<file path="config.mk">
export PLATFORM = sky130hd
export DESIGN_NAME = pid_controller_with_improvements_core_flat
export DESIGN_NICKNAME = d
export VERILOG_FILES = /design/src/pcw_pkg.sv /design/src/pcw_if.sv /design/src/pcw_mul.sv /design/src/pcw_div.sv /design/src/pcw_csr.sv /design/src/pid_controller_with_improvements_core.sv /design/src/flat_wrapper.sv
export SDC_FILE = /design/constraint.sdc
export NUM_CORES = 2
export LEC_CHECK = 0
export BUFFER_PORTS_ARGS = -buffer_cell sky130_fd_sc_hd__buf_2
export CAP_MARGIN = 25
export CORE_MARGIN = 3
export CORE_UTILIZATION = 35
export DETAILED_ROUTE_END_ITERATION = 8
export GPL_TIMING_DRIVEN = 0
export MAX_ROUTING_LAYER = met4
export SYNTH_ARGS = -nofsm -noshare
export SYNTH_HDL_FRONTEND = slang
export SYNTH_HIERARCHICAL = 1
export SYNTH_SLANG_ARGS = --single-unit
</file>
<file path="constraint.sdc">
create_clock -name clock -period 11.7 [get_ports clock]
set_input_delay 0.585 -clock clock [delete_from_list [all_inputs] [get_ports clock]]
set_output_delay 0.585 -clock clock [all_outputs]
set_load 0.05 [all_outputs]
</file>
<file path="src/pcw_pkg.sv">
package pcw_pkg;

   // field and datapath widths
   localparam int DATA_W     = 32;
   localparam int LIMIT_W    = 31;
   localparam int MS_W       = 16;
   localparam int MASK_W     = 8;
   localparam int MUL_W      = 33;
   localparam int PROD_W     = 2 * MUL_W;
   localparam int NUM_W      = PROD_W;
   localparam int DIV_W      = 33;
   localparam int MUL_CNT_W  = $clog2(MUL_W + 1);
   localparam int DIV_CNT_W  = $clog2(NUM_W + 1);
   localparam int REG_COUNT  = 8;
   localparam int CSR_ADDR_W = $clog2(REG_COUNT) + 2;

   // controller constants
   localparam logic [31:0] RATE_COEF_A = 32'd65536;
   localparam logic [31:0] RATE_COEF_B = 32'd65536;
   localparam logic [31:0] DERIV_RC    = 32'd655;
   localparam logic [31:0] OUTPUT_RC   = 32'd655;
   localparam logic [31:0] DT_MIN      = 32'd66;
   localparam logic [31:0] DT_MAX      = 32'd6554;
   localparam logic [32:0] RATE_SUM    = {1'b0, RATE_COEF_A} + {1'b0, RATE_COEF_B};
   localparam logic [DIV_W-1:0] MS_PER_S = DIV_W'(1000);

   // improve_mask bits
   localparam int IMP_TRAP     = 0;
   localparam int IMP_VRATE    = 1;
   localparam int IMP_SEPARATE = 2;
   localparam int IMP_DMEAS    = 3;
   localparam int IMP_DFILT    = 4;
   localparam int IMP_ILIMIT   = 5;
   localparam int IMP_OFILT    = 6;
   localparam int IMP_DTCLAMP  = 7;

   // opcodes
   localparam logic OP_STEP  = 1'b0;
   localparam logic OP_CLEAR = 1'b1;

   typedef enum logic [2:0] {
      REG_GAIN_P         = 3'd0,
      REG_GAIN_I         = 3'd1,
      REG_GAIN_D         = 3'd2,
      REG_MAX_OUT        = 3'd3,
      REG_INTEGRAL_LIMIT = 3'd4,
      REG_DEAD_BAND      = 3'd5,
      REG_SEPARATE_THR   = 3'd6,
      REG_IMPROVE_MASK   = 3'd7
   } reg_index_type;

   typedef struct packed {
      logic signed [DATA_W-1:0] gain_p;
      logic signed [DATA_W-1:0] gain_i;
      logic signed [DATA_W-1:0] gain_d;
      logic [LIMIT_W-1:0]       max_out;
      logic [LIMIT_W-1:0]       integral_limit;
      logic [LIMIT_W-1:0]       dead_band;
      logic [LIMIT_W-1:0]       separate_threshold;
      logic [MASK_W-1:0]        improve_mask;
   } cfg_type;

   // saturate a 34 bit signed value to 32 bits
   function automatic logic signed [31:0] sat34(input logic signed [33:0] v);
      if ((&v[33:31]) || !(|v[33:31])) return v[31:0];
      return v[33] ? 32'sh8000_0000 : 32'sh7FFF_FFFF;
   endfunction

   // saturate a product-wide signed value to 32 bits
   function automatic logic signed [31:0] sat_wide(input logic signed [PROD_W-1:0] v);
      if ((&v[PROD_W-1:31]) || !(|v[PROD_W-1:31])) return v[31:0];
      return v[PROD_W-1] ? 32'sh8000_0000 : 32'sh7FFF_FFFF;
   endfunction

   // q16.16 product: floor shift then saturate
   function automatic logic signed [31:0] mulq(input logic signed [PROD_W-1:0] p);
      logic signed [PROD_W-1:0] sh;
      sh = p >>> 16;
      return sat_wide(sh);
   endfunction

endpackage

</file>
<file path="src/pcw_if.sv">
interface pcw_req_if;
   import pcw_pkg::*;
   logic                     valid;
   logic                     ready;
   logic                     opcode;
   logic signed [DATA_W-1:0] measure;
   logic signed [DATA_W-1:0] setpoint;
   logic [MS_W-1:0]          elapsed_ms;
   modport source (output valid, opcode, measure, setpoint, elapsed_ms, input ready);
   modport sink (input valid, opcode, measure, setpoint, elapsed_ms, output ready);
endinterface

interface pcw_rsp_if;
   import pcw_pkg::*;
   logic                     valid;
   logic                     ready;
   logic signed [DATA_W-1:0] drive;
   logic                     held;
   modport source (output valid, drive, held, input ready);
   modport sink (input valid, drive, held, output ready);
endinterface

</file>
<file path="src/pcw_mul.sv">
module pcw_mul (
   input  logic                              clock,
   input  logic                              reset,
   input  logic                              start,
   input  logic signed [pcw_pkg::MUL_W-1:0]  op_a,
   input  logic signed [pcw_pkg::MUL_W-1:0]  op_b,
   output logic                              done,
   output logic signed [pcw_pkg::PROD_W-1:0] product
);
   import pcw_pkg::*;

   logic                 busy_ff, busy_in;
   logic                 fin_ff, fin_in;
   logic                 done_ff, done_in;
   logic                 neg_ff, neg_in;
   logic [MUL_CNT_W-1:0] cnt_ff, cnt_in;
   logic [MUL_W-1:0]     mcand_ff, mcand_in;
   logic [MUL_W-1:0]     hi_ff, hi_in;
   logic [MUL_W-1:0]     lo_ff, lo_in;
   logic signed [PROD_W-1:0] prod_ff, prod_in;
   logic [MUL_W:0]       sum;
   logic [PROD_W-1:0]    mag;

   // shift-add, one multiplier bit per cycle on magnitudes
   always_comb begin
      busy_in  = busy_ff;
      fin_in   = 1'b0;
      done_in  = 1'b0;
      neg_in   = neg_ff;
      cnt_in   = cnt_ff;
      mcand_in = mcand_ff;
      hi_in    = hi_ff;
      lo_in    = lo_ff;
      prod_in  = prod_ff;
      sum      = {1'b0, hi_ff} + (lo_ff[0] ? {1'b0, mcand_ff} : '0);
      mag      = {hi_ff, lo_ff};
      if (start) begin
         mcand_in = op_a[MUL_W-1] ? MUL_W'(-op_a) : op_a;
         lo_in    = op_b[MUL_W-1] ? MUL_W'(-op_b) : op_b;
         hi_in    = '0;
         neg_in   = op_a[MUL_W-1] ^ op_b[MUL_W-1];
         cnt_in   = MUL_CNT_W'(MUL_W);
         busy_in  = 1'b1;
      end else if (busy_ff) begin
         hi_in  = sum[MUL_W:1];
         lo_in  = {sum[0], lo_ff[MUL_W-1:1]};
         cnt_in = cnt_ff - 1'b1;
         if (cnt_ff == MUL_CNT_W'(1)) begin
            busy_in = 1'b0;
            fin_in  = 1'b1;
         end
      end else if (fin_ff) begin
         prod_in = neg_ff ? -$signed(mag) : $signed(mag);
         done_in = 1'b1;
      end
   end

   always_ff @(posedge clock) begin
      if (reset) begin
         busy_ff <= 1'b0;
         fin_ff  <= 1'b0;
         done_ff <= 1'b0;
      end else begin
         busy_ff <= busy_in;
         fin_ff  <= fin_in;
         done_ff <= done_in;
      end
      neg_ff   <= neg_in;
      cnt_ff   <= cnt_in;
      mcand_ff <= mcand_in;
      hi_ff    <= hi_in;
      lo_ff    <= lo_in;
      prod_ff  <= prod_in;
   end

   assign done    = done_ff;
   assign product = prod_ff;

endmodule

</file>
<file path="src/pcw_div.sv">
module pcw_div (
   input  logic                             clock,
   input  logic                             reset,
   input  logic                             start,
   input  logic signed [pcw_pkg::NUM_W-1:0] numer,
   input  logic [pcw_pkg::DIV_W-1:0]        denom,
   output logic                             done,
   output logic signed [31:0]               quot
);
   import pcw_pkg::*;

   logic                 busy_ff, busy_in;
   logic                 fin_ff, fin_in;
   logic                 done_ff, done_in;
   logic                 neg_ff, neg_in;
   logic [DIV_CNT_W-1:0] cnt_ff, cnt_in;
   logic [DIV_W-1:0]     den_ff, den_in;
   logic [DIV_W-1:0]     rem_ff, rem_in;
   logic [NUM_W-1:0]     num_ff, num_in;
   logic signed [31:0]   quot_ff, quot_in;
   logic [DIV_W+1:0]     trial;
   logic                 over;

   // restoring division, one quotient bit per cycle, truncates toward zero
   always_comb begin
      busy_in = busy_ff;
      fin_in  = 1'b0;
      done_in = 1'b0;
      neg_in  = neg_ff;
      cnt_in  = cnt_ff;
      den_in  = den_ff;
      rem_in  = rem_ff;
      num_in  = num_ff;
      quot_in = quot_ff;
      trial   = {1'b0, rem_ff, num_ff[NUM_W-1]} - {2'b00, den_ff};
      over    = 1'b0;
      if (start) begin
         num_in  = numer[NUM_W-1] ? NUM_W'(-numer) : numer;
         neg_in  = numer[NUM_W-1];
         den_in  = denom;
         rem_in  = '0;
         cnt_in  = DIV_CNT_W'(NUM_W);
         busy_in = 1'b1;
      end else if (busy_ff) begin
         if (!trial[DIV_W+1]) begin
            rem_in = trial[DIV_W-1:0];
            num_in = {num_ff[NUM_W-2:0], 1'b1};
         end else begin
            rem_in = {rem_ff[DIV_W-2:0], num_ff[NUM_W-1]};
            num_in = {num_ff[NUM_W-2:0], 1'b0};
         end
         cnt_in = cnt_ff - 1'b1;
         if (cnt_ff == DIV_CNT_W'(1)) begin
            busy_in = 1'b0;
            fin_in  = 1'b1;
         end
      end else if (fin_ff) begin
         // saturate the signed quotient to 32 bits
         if (neg_ff) begin
            over    = (|num_ff[NUM_W-1:32]) || (num_ff[31] && (|num_ff[30:0]));
            quot_in = over ? 32'sh8000_0000 : -$signed(num_ff[31:0]);
         end else begin
            over    = |num_ff[NUM_W-1:31];
            quot_in = over ? 32'sh7FFF_FFFF : $signed(num_ff[31:0]);
         end
         done_in = 1'b1;
      end
   end

   always_ff @(posedge clock) begin
      if (reset) begin
         busy_ff <= 1'b0;
         fin_ff  <= 1'b0;
         done_ff <= 1'b0;
      end else begin
         busy_ff <= busy_in;
         fin_ff  <= fin_in;
         done_ff <= done_in;
      end
      neg_ff  <= neg_in;
      cnt_ff  <= cnt_in;
      den_ff  <= den_in;
      rem_ff  <= rem_in;
      num_ff  <= num_in;
      quot_ff <= quot_in;
   end

   assign done = done_ff;
   assign quot = quot_ff;

endmodule

</file>
<file path="src/pcw_csr.sv">
module pcw_csr (
   input  logic                             clock,
   input  logic                             reset,
   input  logic                             psel,
   input  logic                             penable,
   input  logic                             pwrite,
   input  logic [pcw_pkg::CSR_ADDR_W-1:0]   paddr,
   input  logic [31:0]                      pwdata,
   output logic [31:0]                      prdata,
   output logic                             pready,
   output pcw_pkg::cfg_type                 cfg
);
   import pcw_pkg::*;

   cfg_type       cfg_ff, cfg_in;
   reg_index_type idx;
   logic          wr;

   assign idx    = reg_index_type'(paddr[CSR_ADDR_W-1:2]);
   assign wr     = psel && penable && pwrite;
   assign pready = 1'b1;

   // register write decode
   always_comb begin
      cfg_in = cfg_ff;
      if (wr) begin
         unique case (idx)
            REG_GAIN_P:         cfg_in.gain_p = pwdata;
            REG_GAIN_I:         cfg_in.gain_i = pwdata;
            REG_GAIN_D:         cfg_in.gain_d = pwdata;
            REG_MAX_OUT:        cfg_in.max_out = pwdata[LIMIT_W-1:0];
            REG_INTEGRAL_LIMIT: cfg_in.integral_limit = pwdata[LIMIT_W-1:0];
            REG_DEAD_BAND:      cfg_in.dead_band = pwdata[LIMIT_W-1:0];
            REG_SEPARATE_THR:   cfg_in.separate_threshold = pwdata[LIMIT_W-1:0];
            REG_IMPROVE_MASK:   cfg_in.improve_mask = pwdata[MASK_W-1:0];
         endcase
      end
   end

   // read mux
   always_comb begin
      unique case (idx)
         REG_GAIN_P:         prdata = cfg_ff.gain_p;
         REG_GAIN_I:         prdata = cfg_ff.gain_i;
         REG_GAIN_D:         prdata = cfg_ff.gain_d;
         REG_MAX_OUT:        prdata = {1'b0, cfg_ff.max_out};
         REG_INTEGRAL_LIMIT: prdata = {1'b0, cfg_ff.integral_limit};
         REG_DEAD_BAND:      prdata = {1'b0, cfg_ff.dead_band};
         REG_SEPARATE_THR:   prdata = {1'b0, cfg_ff.separate_threshold};
         REG_IMPROVE_MASK:   prdata = {24'd0, cfg_ff.improve_mask};
      endcase
   end

   always_ff @(posedge clock) begin
      if (reset) begin
         cfg_ff <= '0;
      end else begin
         cfg_ff <= cfg_in;
      end
   end

   assign cfg = cfg_ff;

endmodule

</file>
<file path="src/pid_controller_with_improvements_core.sv">
// channel  | dir | word contents                                   | handshake
// req_ch   | in  | opcode, measure, setpoint, elapsed_ms           | valid/ready
// rsp_ch   | out | drive, held                                     | valid/ready
// apb      | in  | psel, penable, pwrite, paddr, pwdata -> prdata  | pready tied high
//
// one word at a time; a shared serial multiplier and a shared serial divider
// set the pace.
// synchronous active-high reset clears the controller state and the registers.
// a finished word waits in the output register while the next one is taken in;
// the final step stalls only if that register is still full.
module pid_controller_with_improvements_core (
   input  logic                           clock,
   input  logic                           reset,
   pcw_req_if.sink                        req_ch,
   pcw_rsp_if.source                      rsp_ch,
   input  logic                           psel,
   input  logic                           penable,
   input  logic                           pwrite,
   input  logic [pcw_pkg::CSR_ADDR_W-1:0] paddr,
   input  logic [31:0]                    pwdata,
   output logic [31:0]                    prdata,
   output logic                           pready
);
   import pcw_pkg::*;

   typedef enum logic [16:0] {
      ST_IDLE  = 17'b1 << 0,
      ST_DT    = 17'b1 << 1,
      ST_CHECK = 17'b1 << 2,
      ST_P     = 17'b1 << 3,
      ST_I1    = 17'b1 << 4,
      ST_I2    = 17'b1 << 5,
      ST_D1    = 17'b1 << 6,
      ST_D2    = 17'b1 << 7,
      ST_VR    = 17'b1 << 8,
      ST_V1    = 17'b1 << 9,
      ST_V2    = 17'b1 << 10,
      ST_SEP   = 17'b1 << 11,
      ST_F1    = 17'b1 << 12,
      ST_F2    = 17'b1 << 13,
      ST_F3    = 17'b1 << 14,
      ST_LIM   = 17'b1 << 15,
      ST_SUM   = 17'b1 << 16
   } state_type;

   cfg_type cfg;

   state_type state_ff, state_in;
   logic      fin_ff, fin_in;
   logic      launched_ff, launched_in;
   logic      held_ff, held_in;
   logic      clr_ff, clr_in;
   logic      filt_out_ff, filt_out_in;
   logic      sum_drive_ff, sum_drive_in;
   logic [MS_W-1:0]   ms_ff, ms_in;
   logic [31:0]       dt_ff, dt_in;
   logic signed [31:0] meas_ff, meas_in;
   logic signed [31:0] err_ff, err_in;
   logic signed [31:0] pterm_ff, pterm_in;
   logic signed [31:0] iterm_ff, iterm_in;
   logic signed [31:0] dterm_ff, dterm_in;
   logic signed [31:0] iout_ff, iout_in;
   logic signed [31:0] drive_ff, drive_in;
   logic signed [31:0] tmp_ff, tmp_in;
   logic signed [PROD_W-1:0] prod_ff, prod_in;
   logic signed [31:0] prev_measure_ff, prev_measure_in;
   logic signed [31:0] prev_error_ff, prev_error_in;
   logic signed [31:0] prev_drive_ff, prev_drive_in;
   logic signed [31:0] prev_deriv_ff, prev_deriv_in;
   logic signed [31:0] integral_sum_ff, integral_sum_in;
   logic               rsp_valid_ff, rsp_valid_in;
   logic signed [31:0] rsp_drive_ff, rsp_drive_in;
   logic               rsp_held_ff, rsp_held_in;

   logic                     mul_start, mul_done;
   logic signed [MUL_W-1:0]  mul_a, mul_b;
   logic signed [PROD_W-1:0] mul_product;
   logic                     div_start, div_done;
   logic signed [NUM_W-1:0]  div_numer;
   logic [DIV_W-1:0]         div_denom;
   logic signed [31:0]       div_quot;

   logic               accept;
   logic               out_free;
   logic signed [32:0] err_raw;
   logic [31:0]        aerr;
   logic signed [32:0] err_sum;
   logic signed [32:0] diff_raw;
   logic signed [31:0] diff_sat;
   logic signed [31:0] filt_cur;
   logic signed [31:0] filt_prev;
   logic [31:0]        filt_rc;
   logic [DIV_W-1:0]   filt_den;
   logic [32:0]        rate_fac;
   logic [31:0]        dt_clip;
   logic               same_sign;
   logic signed [33:0] tmp_i;
   logic signed [33:0] tmp_o;
   logic signed [33:0] abs_o;
   logic signed [33:0] lim_pos;
   logic signed [31:0] max_s;

   pcw_csr u_csr (
      .clock   (clock),
      .reset   (reset),
      .psel    (psel),
      .penable (penable),
      .pwrite  (pwrite),
      .paddr   (paddr),
      .pwdata  (pwdata),
      .prdata  (prdata),
      .pready  (pready),
      .cfg     (cfg)
   );

   pcw_mul u_mul (
      .clock   (clock),
      .reset   (reset),
      .start   (mul_start),
      .op_a    (mul_a),
      .op_b    (mul_b),
      .done    (mul_done),
      .product (mul_product)
   );

   pcw_div u_div (
      .clock (clock),
      .reset (reset),
      .start (div_start),
      .numer (div_numer),
      .denom (div_denom),
      .done  (div_done),
      .quot  (div_quot)
   );

   // handshake
   assign req_ch.ready  = (state_ff == ST_IDLE) && !fin_ff;
   assign accept        = req_ch.valid && req_ch.ready;
   assign out_free      = !rsp_valid_ff || rsp_ch.ready;
   assign rsp_ch.valid  = rsp_valid_ff;
   assign rsp_ch.drive  = rsp_drive_ff;
   assign rsp_ch.held   = rsp_held_ff;

   // shared datapath terms
   always_comb begin
      err_raw   = 33'(req_ch.setpoint) - 33'(req_ch.measure);
      aerr      = err_ff[31] ? 32'(-err_ff) : err_ff;
      err_sum   = 33'(err_ff) + 33'(prev_error_ff);
      diff_raw  = cfg.improve_mask[IMP_DMEAS] ? 33'(prev_measure_ff) - 33'(meas_ff)
                                              : 33'(err_ff) - 33'(prev_error_ff);
      diff_sat  = sat34(34'(diff_raw));
      filt_cur  = filt_out_ff ? drive_ff : dterm_ff;
      filt_prev = filt_out_ff ? prev_drive_ff : prev_deriv_ff;
      filt_rc   = filt_out_ff ? OUTPUT_RC : DERIV_RC;
      filt_den  = {1'b0, filt_rc} + {1'b0, dt_ff};
      rate_fac  = RATE_SUM - {1'b0, aerr};
      same_sign = (err_ff[31] == iout_ff[31]);
      tmp_i     = 34'(iout_ff) + 34'(iterm_ff);
      tmp_o     = 34'(pterm_ff) + 34'(iout_ff) + 34'(dterm_ff);
      abs_o     = tmp_o[33] ? -tmp_o : tmp_o;
      lim_pos   = $signed({3'b000, cfg.integral_limit});
      max_s     = $signed({1'b0, cfg.max_out});
      dt_clip   = div_quot;
      if (cfg.improve_mask[IMP_DTCLAMP]) begin
         if (dt_clip > DT_MAX) dt_clip = DT_MAX;
         if (dt_clip < DT_MIN) dt_clip = DT_MIN;
      end
   end

   // operand steering for the serial units
   always_comb begin
      mul_a     = '0;
      mul_b     = '0;
      mul_start = 1'b0;
      div_numer = '0;
      div_denom = '0;
      div_start = 1'b0;
      case (state_ff)
         ST_P: begin
            mul_a = MUL_W'(cfg.gain_p);
            mul_b = MUL_W'(err_ff);
         end
         ST_I1: begin
            mul_a = MUL_W'(cfg.gain_i);
            mul_b = cfg.improve_mask[IMP_TRAP] ? MUL_W'($signed(err_sum[32:1]))
                                               : MUL_W'(err_ff);
         end
         ST_I2: begin
            mul_a = MUL_W'(tmp_ff);
            mul_b = $signed({1'b0, dt_ff});
         end
         ST_D1: begin
            mul_a = MUL_W'(cfg.gain_d);
            mul_b = MUL_W'(diff_sat);
         end
         ST_V1: begin
            mul_a = MUL_W'(iterm_ff);
            mul_b = $signed(rate_fac);
         end
         ST_F1: begin
            mul_a = MUL_W'(filt_cur);
            mul_b = $signed({1'b0, dt_ff});
         end
         ST_F2: begin
            mul_a = MUL_W'(filt_prev);
            mul_b = $signed({1'b0, filt_rc});
         end
         ST_DT: begin
            div_numer = $signed({34'd0, ms_ff, 16'd0});
            div_denom = MS_PER_S;
         end
         ST_D2: begin
            div_numer = $signed({{18{tmp_ff[31]}}, tmp_ff, 16'd0});
            div_denom = {1'b0, dt_ff};
         end
         ST_V2: begin
            div_numer = prod_ff;
            div_denom = {1'b0, RATE_COEF_A};
         end
         ST_F3: begin
            div_numer = prod_ff;
            div_denom = filt_den;
         end
         default: ;
      endcase
      case (state_ff)
         ST_P, ST_I1, ST_I2, ST_D1, ST_V1, ST_F1, ST_F2: mul_start = !launched_ff;
         ST_DT, ST_D2, ST_V2, ST_F3:                     div_start = !launched_ff;
         default: ;
      endcase
   end

   // step sequencer
   always_comb begin
      state_in        = state_ff;
      fin_in          = fin_ff;
      launched_in     = launched_ff;
      held_in         = held_ff;
      clr_in          = clr_ff;
      filt_out_in     = filt_out_ff;
      sum_drive_in    = sum_drive_ff;
      ms_in           = ms_ff;
      dt_in           = dt_ff;
      meas_in         = meas_ff;
      err_in          = err_ff;
      pterm_in        = pterm_ff;
      iterm_in        = iterm_ff;
      dterm_in        = dterm_ff;
      iout_in         = iout_ff;
      drive_in        = drive_ff;
      tmp_in          = tmp_ff;
      prod_in         = prod_ff;
      prev_measure_in = prev_measure_ff;
      prev_error_in   = prev_error_ff;
      prev_drive_in   = prev_drive_ff;
      prev_deriv_in   = prev_deriv_ff;
      integral_sum_in = integral_sum_ff;
      rsp_valid_in    = rsp_valid_ff && !rsp_ch.ready;
      rsp_drive_in    = rsp_drive_ff;
      rsp_held_in     = rsp_held_ff;

      if (mul_start || div_start) launched_in = 1'b1;

      unique case (state_ff)
         ST_IDLE: begin
            if (accept) begin
               meas_in = req_ch.measure;
               ms_in   = req_ch.elapsed_ms;
               err_in  = sat34(34'(err_raw));
               held_in = 1'b0;
               if (req_ch.opcode == OP_CLEAR) begin
                  prev_error_in   = '0;
                  prev_drive_in   = '0;
                  prev_deriv_in   = '0;
                  integral_sum_in = '0;
                  drive_in        = '0;
                  clr_in          = 1'b1;
                  fin_in          = 1'b1;
               end else begin
                  clr_in   = 1'b0;
                  state_in = ST_DT;
               end
            end
         end
         ST_DT: begin
            if (div_done) begin
               launched_in = 1'b0;
               dt_in       = dt_clip;
               state_in    = ST_CHECK;
            end
         end
         ST_CHECK: begin
            // deadband: hold last drive
            if (aerr > {1'b0, cfg.dead_band}) begin
               iout_in  = integral_sum_ff;
               state_in = ST_P;
            end else begin
               drive_in = prev_drive_ff;
               held_in  = 1'b1;
               fin_in   = 1'b1;
               state_in = ST_IDLE;
            end
         end
         ST_P: begin
            if (mul_done) begin
               launched_in = 1'b0;
               pterm_in    = mulq(mul_product);
               state_in    = ST_I1;
            end
         end
         ST_I1: begin
            if (mul_done) begin
               launched_in = 1'b0;
               tmp_in      = mulq(mul_product);
               state_in    = ST_I2;
            end
         end
         ST_I2: begin
            if (mul_done) begin
               launched_in = 1'b0;
               iterm_in    = mulq(mul_product);
               if (dt_ff == '0) begin
                  dterm_in = '0;
                  state_in = ST_VR;
               end else begin
                  state_in = ST_D1;
               end
            end
         end
         ST_D1: begin
            if (mul_done) begin
               launched_in = 1'b0;
               tmp_in      = mulq(mul_product);
               state_in    = ST_D2;
            end
         end
         ST_D2: begin
            if (div_done) begin
               launched_in = 1'b0;
               dterm_in    = div_quot;
               state_in    = ST_VR;
            end
         end
         ST_VR: begin
            // variable-rate integration
            state_in = ST_SEP;
            if (cfg.improve_mask[IMP_VRATE] && same_sign && (aerr > RATE_COEF_B)) begin
               if (({1'b0, aerr} <= RATE_SUM) && (RATE_COEF_A != '0)) begin
                  state_in = ST_V1;
               end else begin
                  iterm_in = '0;
               end
            end
         end
         ST_V1: begin
            if (mul_done) begin
               launched_in = 1'b0;
               prod_in     = mul_product;
               state_in    = ST_V2;
            end
         end
         ST_V2: begin
            if (div_done) begin
               launched_in = 1'b0;
               iterm_in    = div_quot;
               state_in    = ST_SEP;
            end
         end
         ST_SEP: begin
            // integral separation
            if (cfg.improve_mask[IMP_SEPARATE] && (cfg.separate_threshold != '0)
                && (aerr > {1'b0, cfg.separate_threshold})) begin
               iout_in  = '0;
               iterm_in = '0;
            end
            filt_out_in = 1'b0;
            state_in    = cfg.improve_mask[IMP_DFILT] ? ST_F1 : ST_LIM;
         end
         ST_F1: begin
            if (mul_done) begin
               launched_in = 1'b0;
               prod_in     = mul_product;
               state_in    = ST_F2;
            end
         end
         ST_F2: begin
            if (mul_done) begin
               launched_in = 1'b0;
               prod_in     = prod_ff + mul_product;
               state_in    = ST_F3;
            end
         end
         ST_F3: begin
            if (div_done) begin
               launched_in = 1'b0;
               if (filt_out_ff) begin
                  drive_in = (filt_den == '0) ? filt_cur : div_quot;
                  fin_in   = 1'b1;
                  state_in = ST_IDLE;
               end else begin
                  dterm_in = (filt_den == '0) ? filt_cur : div_quot;
                  state_in = ST_LIM;
               end
            end
         end
         ST_LIM: begin
            // integral clamp with anti-windup
            if (cfg.improve_mask[IMP_ILIMIT]) begin
               if ((abs_o > $signed({3'b000, cfg.max_out}))
                   && ((!cfg.gain_i[31] && (cfg.gain_i != '0) && same_sign)
                       || (cfg.gain_i[31] && !same_sign))) begin
                  iterm_in = '0;
               end
               if (tmp_i > lim_pos) begin
                  iterm_in = '0;
                  iout_in  = $signed({1'b0, cfg.integral_limit});
               end
               if (tmp_i < -lim_pos) begin
                  iterm_in = '0;
                  iout_in  = -$signed({1'b0, cfg.integral_limit});
               end
            end
            sum_drive_in = 1'b0;
            state_in     = ST_SUM;
         end
         ST_SUM: begin
            // first pass integral, second pass drive
            if (!sum_drive_ff) begin
               iout_in      = sat34(34'(iout_ff) + 34'(iterm_ff));
               sum_drive_in = 1'b1;
            end else begin
               drive_in = sat34(tmp_o);
               if (cfg.improve_mask[IMP_OFILT]) begin
                  filt_out_in = 1'b1;
                  state_in    = ST_F1;
               end else begin
                  fin_in   = 1'b1;
                  state_in = ST_IDLE;
               end
            end
         end
         default: begin
            state_in = ST_IDLE;
         end
      endcase

      // result hand-off and state update
      if (fin_ff && out_free) begin
         fin_in       = 1'b0;
         rsp_valid_in = 1'b1;
         rsp_held_in  = held_ff;
         if (clr_ff) begin
            rsp_drive_in = '0;
         end else if (held_ff) begin
            rsp_drive_in    = drive_ff;
            prev_measure_in = meas_ff;
            prev_error_in   = err_ff;
         end else begin
            rsp_drive_in = drive_ff;
            if (drive_ff > max_s) rsp_drive_in = max_s;
            if (drive_ff < -max_s) rsp_drive_in = -max_s;
            prev_drive_in   = rsp_drive_in;
            prev_measure_in = meas_ff;
            prev_error_in   = err_ff;
            prev_deriv_in   = dterm_ff;
            integral_sum_in = iout_ff;
         end
      end
   end

   always_ff @(posedge clock) begin
      if (reset) begin
         state_ff        <= ST_IDLE;
         fin_ff          <= 1'b0;
         launched_ff     <= 1'b0;
         rsp_valid_ff    <= 1'b0;
         prev_measure_ff <= '0;
         prev_error_ff   <= '0;
         prev_drive_ff   <= '0;
         prev_deriv_ff   <= '0;
         integral_sum_ff <= '0;
      end else begin
         state_ff        <= state_in;
         fin_ff          <= fin_in;
         launched_ff     <= launched_in;
         rsp_valid_ff    <= rsp_valid_in;
         prev_measure_ff <= prev_measure_in;
         prev_error_ff   <= prev_error_in;
         prev_drive_ff   <= prev_drive_in;
         prev_deriv_ff   <= prev_deriv_in;
         integral_sum_ff <= integral_sum_in;
      end
      held_ff      <= held_in;
      clr_ff       <= clr_in;
      filt_out_ff  <= filt_out_in;
      sum_drive_ff <= sum_drive_in;
      ms_ff        <= ms_in;
      dt_ff        <= dt_in;
      meas_ff      <= meas_in;
      err_ff       <= err_in;
      pterm_ff     <= pterm_in;
      iterm_ff     <= iterm_in;
      dterm_ff     <= dterm_in;
      iout_ff      <= iout_in;
      drive_ff     <= drive_in;
      tmp_ff       <= tmp_in;
      prod_ff      <= prod_in;
      rsp_drive_ff <= rsp_drive_in;
      rsp_held_ff  <= rsp_held_in;
   end

endmodule

</file>
<file path="src/flat_wrapper.sv">
// flat-port wrapper written by rule: the top's interface ports become plain ports
module pid_controller_with_improvements_core_flat import pcw_pkg::*;
  (clock, reset, psel, penable, pwrite, paddr, pwdata, prdata, pready, req_ch_valid, req_ch_opcode, req_ch_measure, req_ch_setpoint, req_ch_elapsed_ms, req_ch_ready, rsp_ch_valid, rsp_ch_drive, rsp_ch_held, rsp_ch_ready);
  pcw_req_if req_ch_i ();
  pcw_rsp_if rsp_ch_i ();
  input  logic clock;
  input  logic reset;
  input  logic psel;
  input  logic penable;
  input  logic pwrite;
  input  logic [pcw_pkg::CSR_ADDR_W-1:0] paddr;
  input  logic [31:0] pwdata;
  output logic [31:0] prdata;
  output logic pready;
  input wire logic [$bits(req_ch_i.valid)-1:0] req_ch_valid;
  input wire logic [$bits(req_ch_i.opcode)-1:0] req_ch_opcode;
  input wire logic [$bits(req_ch_i.measure)-1:0] req_ch_measure;
  input wire logic [$bits(req_ch_i.setpoint)-1:0] req_ch_setpoint;
  input wire logic [$bits(req_ch_i.elapsed_ms)-1:0] req_ch_elapsed_ms;
  output wire logic [$bits(req_ch_i.ready)-1:0] req_ch_ready;
  output wire logic [$bits(rsp_ch_i.valid)-1:0] rsp_ch_valid;
  output wire logic [$bits(rsp_ch_i.drive)-1:0] rsp_ch_drive;
  output wire logic [$bits(rsp_ch_i.held)-1:0] rsp_ch_held;
  input wire logic [$bits(rsp_ch_i.ready)-1:0] rsp_ch_ready;
  assign req_ch_i.valid = req_ch_valid;
  assign req_ch_i.opcode = req_ch_opcode;
  assign req_ch_i.measure = req_ch_measure;
  assign req_ch_i.setpoint = req_ch_setpoint;
  assign req_ch_i.elapsed_ms = req_ch_elapsed_ms;
  assign req_ch_ready = req_ch_i.ready;
  assign rsp_ch_valid = rsp_ch_i.valid;
  assign rsp_ch_drive = rsp_ch_i.drive;
  assign rsp_ch_held = rsp_ch_i.held;
  assign rsp_ch_i.ready = rsp_ch_ready;
  pid_controller_with_improvements_core u_core (.clock(clock), .reset(reset), .req_ch(req_ch_i), .rsp_ch(rsp_ch_i), .psel(psel), .penable(penable), .pwrite(pwrite), .paddr(paddr), .pwdata(pwdata), .prdata(prdata), .pready(pready));
endmodule
</file>
======== Word-level counts from Yosys, hierarchy flattened ========
Cells that the tools add are included.
word-level totals
  output and inout bits ................... 68
  word-level logic and storage cells ...... 427
  RAM bits ................................ 0
  bits in read-only memories .............. 0
  bits in latches ......................... 0
  input bits .............................. 125
  register bits after elaboration ......... 1165
  memories kept ........................... 0
cells by class
  $lt $le $gt $ge ......................... 11
  eq/ne operators ......................... 57
  add/sub/neg operators ................... 24
  reductions and logical operators ........ 98
  multiply operators ...................... 0
  shift operators ......................... 0
  bitwise logic cells ..................... 6
  muxes and demuxes ....................... 178
  div/mod/pow operators ................... 0
operators with widths
  operator          count
  $mux W32          82
  $mux W66          6
  $pmux W17 S17     1
  $pmux W32 S4      2
  $pmux W32 S8      1
  $mux W17          15
  $mux W33          7
  $pmux W33 S7      1
  $pmux W33 S6      1
  $pmux W66 S3      1
  $pmux W32 S5      1
  $neg A66 Y66      2
  $pmux W33 S4      1
  $pmux W66 S2      1
  $add A32 B32 Y33  3
  $sub A32 B32 Y33  3
  $pmux W32 S3      1
  $gt A34 B32 Y1    2
  $add A66 B66 Y66  1
  $neg A33 Y33      2
  $gt A32 B31 Y1    2
  $neg A31 Y32      2
  $neg A32 Y32      2
  $pmux W32 S2      1
  other kinds (81)  233

======== Depth between registers and ports, before layout ========
  word-level depth ........................ 11
  depth in mapped cells ................... 31
  mapped depth without buffers ............ 30

======== Cells and area by module ========
The synthesis kept the hierarchy.
by module, submodules not included
  module                                 sequential area each (um^2)  cells each  area each (um^2)  times used
  pid_controller_with_improvements_core  15825.2                      5914        50831.3           1
  pcw_div                                4824.6                       1209        11026.8           1
  pcw_csr                                4564.4                       1054        10906.7           1
  pcw_mul                                4834.6                       1066        10562.6           1

======== Worst setup path after synthesis ========
No wires, ideal clock.
  kind .................................... flip-flop to flip-flop
  from .................................... register u_core.err_ff[5]
  to ...................................... register u_core.drive_ff[0], enable pin
  slack ................................... 2.223 ns
  cell stages (with the launch flop) ...... 20
  data arrival time ....................... 8.877 ns
  buffers on the path ..................... 2
  data required time ...................... 11.100 ns
  period minus slack after synthesis ...... 9.477 ns
  setup time .............................. 0.600 ns
  cells stage by stage .................... edfxtp_1 buf_6 or4_4 buf_6 nor4_4 nand4_1 o31ai_1 xor2_1 inv_1 ha_1 a21o_1 a21o_1 a21oi_1 nor2b_1 o21ai_0 nand2b_1 a21oi_1 o21ai_0 a21o_1 a2111oi_0
between the ends
  cells in the longest elaborated chain, start to end .. 5
ends and longest elaborated chain
  item                           RTL line                                      RTL
  start: declaration             pid_controller_with_improvements_core.sv:58   logic signed [31:0] err_ff, err_in;
  start signal: assignment       pid_controller_with_improvements_core.sv:500  err_ff <= err_in;
  $neg A32 Y32                   pid_controller_with_improvements_core.sv:147  aerr = err_ff[31] ? 32'(-err_ff) : err_ff;
  $mux W32 *                     pid_controller_with_improvements_core.sv:147
  $gt A32 B31 Y1 *               pid_controller_with_improvements_core.sv:294  if (aerr > {1'b0, cfg.dead_band}) begin
  $ne A2 B2 Y1 (no line) *       n/a
  $reduce_and A7 Y1 (no line) *  n/a
  end signal: assignment         pid_controller_with_improvements_core.sv:505  drive_ff <= drive_in;
  end: declaration               pid_controller_with_improvements_core.sv:63   logic signed [31:0] drive_ff, drive_in;
Every way passes the cells marked *; elsewhere a longest branch is shown, timed or not.
A chain may end at the register's enable or synchronous reset.

======== Worst setup path after layout ========
  from .................................... register u_core.iout_ff[1]
  to ...................................... register u_core.iterm_ff[0], enable pin
between the ends
  cells in the longest elaborated chain, start to end .. 8
  elaborated cells on any way between the ends .. 11
  classes of those cells .................. 4 x add/sub; 3 x order compare; 1 x eq/ne; 1 x mux; 2 x reduce/logical
ends and longest elaborated chain
  item                           RTL line                                      RTL
  start: declaration             pid_controller_with_improvements_core.sv:62   logic signed [31:0] iout_ff, iout_in;
  start signal: assignment       pid_controller_with_improvements_core.sv:504  iout_ff <= iout_in;
  $add A32 B32 Y33               pid_controller_with_improvements_core.sv:159  tmp_o = 34'(pterm_ff) + 34'(iout_ff) + 34'(dterm_ff);
  $add A33 B32 Y34               pid_controller_with_improvements_core.sv:159
  $neg A34 Y34                   pid_controller_with_improvements_core.sv:160  abs_o = tmp_o[33] ? -tmp_o : tmp_o;
  $mux W34                       pid_controller_with_improvements_core.sv:160
  $gt A34 B32 Y1                 pid_controller_with_improvements_core.sv:409  if ((abs_o > $signed({3'b000, cfg.max_out}))
  $logic_and A1 B1 Y1            pid_controller_with_improvements_core.sv:410  && ((!cfg.gain_i[31] && (cfg.gain_i != '0) && same_sign)
  $ne A4 B1 Y1 (no line) *       n/a
  $reduce_and A8 Y1 (no line) *  n/a
  end signal: assignment         pid_controller_with_improvements_core.sv:502  iterm_ff <= iterm_in;
  end: declaration               pid_controller_with_improvements_core.sv:60   logic signed [31:0] iterm_ff, iterm_in;
Marked as above.

==> metrics <==
Arr. time, crit path=9.38 ns; commonest cells after routing, fill and taps aside=nand2_1, edfxtp_1, nor2_1; Switch Pwr=6440 uW; commonest non-fill, non-tap cell in the layout=nand2_1; gr usage total=32.0%; Core Util, Final=40.1%; die width=494 um; MaxCap Viol Count=0; DR pass1 iterations=9; synthesized area per cell=9.02 um^2; Crit Reg-Reg Endpoint=u_core/iterm_ff[0]; HP Class=in2reg; Power per Cell Area=172 mW/mm^2; die area=0.244 mm^2; Worst R2R Path Depth=30; largest net degree at the start of global routing=41; postcts setup bufs=0; part of the power in the clock network=30.2%; top cell type's share of synthesized area=24.2%; Post-synth EDFFs=672; first-pass GRT wire length=547000 um; clk_skew=0.0343 ns; RR Startpoint=u_core/iout_ff[1]; DRC=6; WHS Path Cells=2; Hold Violations, Final=0; Comb pwr share=35.9%; slowest stage delay, CP=0.94 ns; hold_ws=0.125 ns; status=complete, but fails checks; area growth from synthesis to layout=13.6%; Max stage delay cell, worst path=o22ai_1; Least-Margin Pin Slew=1.28 ns; mapped cell area=0.0833 mm^2; CP Launch Type=register; clk_lat worst skew=0.84 ns; relative slew slack=14.7%; worst reg2reg setup slack=2.89 ns; crit path from=u_core/iout_ff[1]; VDD IR-drop max=0.155 mV; CTS Root Buffer Type=clkbuf_16; CTS clk-pin slew, worst paths=0.06 ns; drt first-iter violations=10900; Max Slew Vio Count=0; CTS buffer count=148; hold_sp=reset; Starting Density=35.3%; vias in the first global route=72600; syn nets=9965; NumNets Final=10400; final worst slack=2.89 ns; Crit Path Max Fanout=19; CTS Sinks=1165; grt total ovfl=0; Hold Path Sink=u_core/u_div/busy_ff; TNS Setup=0 ns; Post-synth ARST share=0%; top post-synthesis cells by area=edfxtp_1, dfxtp_1, ha_1, xnor2_1, a21oi_1; Seq/Total Area, Yosys=36.1%; Place WS=3.11 ns; CTS H-tree lvls=4; Yosys reg bits=1165; Routed Antenna Nets=0; total number of vias=78000; Die H=494 um; Row Count=178; I/O Pins=193; Placeable Area=0.236 mm^2; RePlAce Congestion=1.07; Req. time, crit path=12.27 ns; RSZ-0062 raised after global routing=false; post-synth cell types=110; violated checks=design-rule violations; Pint=9840 uW; DR vias/cell=6.01; Reg power frac=33.9%; CTS Buffer Depth=3; Setup Crit Path Kind=reg2reg; share of layout cells above drive strength 1=8.22%; Total Wirelength=395000 um; fmax=0.114 GHz; crit end category=register; final setup violation count=0; wire per inst=30.4 um; synthesis warning total=6; CTS tree=built; Port Buffers=187; min cycle time layout=8.81 ns; Sw Ratio=39.6%; Detailed Place HPWL=321000 um; initial antenna violation count=25; fin crit share=75.3%; prevailing post-synth register cell=edfxtp_1; gate count of the mapped netlist=9243; leakage dissipation=0.0370 uW; Synth area leader=edfxtp_1
## Yosys cell counts, types with 52 or more instances
cell type and number:
inv_1 526, o21a_1 58, a21oi_1 629, mux2_2 91, or3_1 83, xnor2_1 424, nor2b_1 120, o31ai_1 97
a221o_1 62, a22oi_1 188, ha_1 556, nand2b_1 377, and3_1 52, nor3_1 134, a21o_1 220, a211oi_1 57
nand3_1 169, and2_1 99, nor4_1 84, edfxtp_1 672, nor2_1 668, a222oi_1 85, dfxtp_1 493, nand4_1 114
clkbuf_1 403, o21ai_0 577, nand2_1 689, a31oi_1 59, mux2i_1 303, xor2_1 236
## stage by stage
stage / std cells / area [um^2] / total power (uW)
3_5_place_dp: 12600 / 89000 / 11300
2_1_floorplan: 9243 / 83300 / 9170
3_3_place_gp: 12600 / 88200 / 11200
5_1_grt: 13000 / 94700 / 17000
6_report: 13000 / 94700 / 16300
4_1_cts: 13000 / 94600 / 16200
## worst max-delay path by stage
stage	to	slack, ns
floorplan	u_core/drive_ff[0]	2.22
global placement	u_core/drive_ff[9]	-3.45
detailed placement	u_core/iterm_ff[9]	3.11
CTS	u_core/iterm_ff[0]	3.09
global route	u_core/iterm_ff[0]	2.56
finish	u_core/iterm_ff[0]	2.89
## timing repair
action	in CTS	in global routing
gates resized for setup	0	0
hold endpoints to repair	48	0
hold buffers	48	0
## logic make-up after synthesis
| family | share of synthesized area, % |
|---|---|
| XOR/XNOR | 6.94 |
| AO/OA/AOI/OAI | 20.7 |
| AND/OR/NAND/NOR | 17.1 |
| buffers and inverters | 4.88 |
| other | 0.00450 |
| multiplexers | 4.87 |
| flip-flops | 36.1 |
| adder cells (fa/ha/maj) | 9.42 |
## final cells by class
class	instances	area (um^2)
Antenna cell	19	47.5
Buffer	500	2080
Clock buffer	193	4150
Clock inverter	84	995
Fill cell	23800	141000
Inverter	529	1990
Multi-Input combinational cell	7049	49400
Sequential cell	1165	30000
Tap cell	3150	3940
Timing Repair Buffer	289	2070
## power by group through the flow
stage | sequential [uW] | clock, uW | combinational (uW)
floorplan | 5380 | 0 | 3790
global placement | 5600 | 0 | 5550
detailed placement | 5570 | 0 | 5680
CTS | 5490 | 4980 | 5730
global route | 5550 | 5130 | 6350
finish | 5530 | 4910 | 5850
## metal layers
metal	wire (um)	global-route usage, %	part of all wire (%)
met2	165000	46.0	42
met5	0	-	0
met3	39600	6.99	10
met4	22200	15.3	5.6
met1	168000	42.7	43
## state kept, by name (all words and copies together) (netlist names), 33 cells and up
name	cells
u_core/u_div/rem_ff	33
u_core/u_mul/lo_ff	33
u_core/u_div/den_ff	33
u_core/u_div/num_ff	66
u_core/u_mul/product	66
u_core/u_mul/mcand_ff	33
u_core/u_mul/hi_ff	33
u_core/u_csr/cfg	228
u_core/prod_ff	66
## worst max-delay path, delay by kind of cell, from the launching register on
| kind | cells | cell delay, ns |
|---|---|---|
| DFF | 1 | 0.47 |
| xor gates and xnor gates | 1 | 0.20 |
| AOI/OAI and AO/OA | 12 | 3.91 |
| adders and majority gates | 4 | 1.29 |
| and+or+nand+nor | 8 | 1.42 |
| buffers and inverters | 5 | 1.22 |
(Power assumes the default switching activity.)
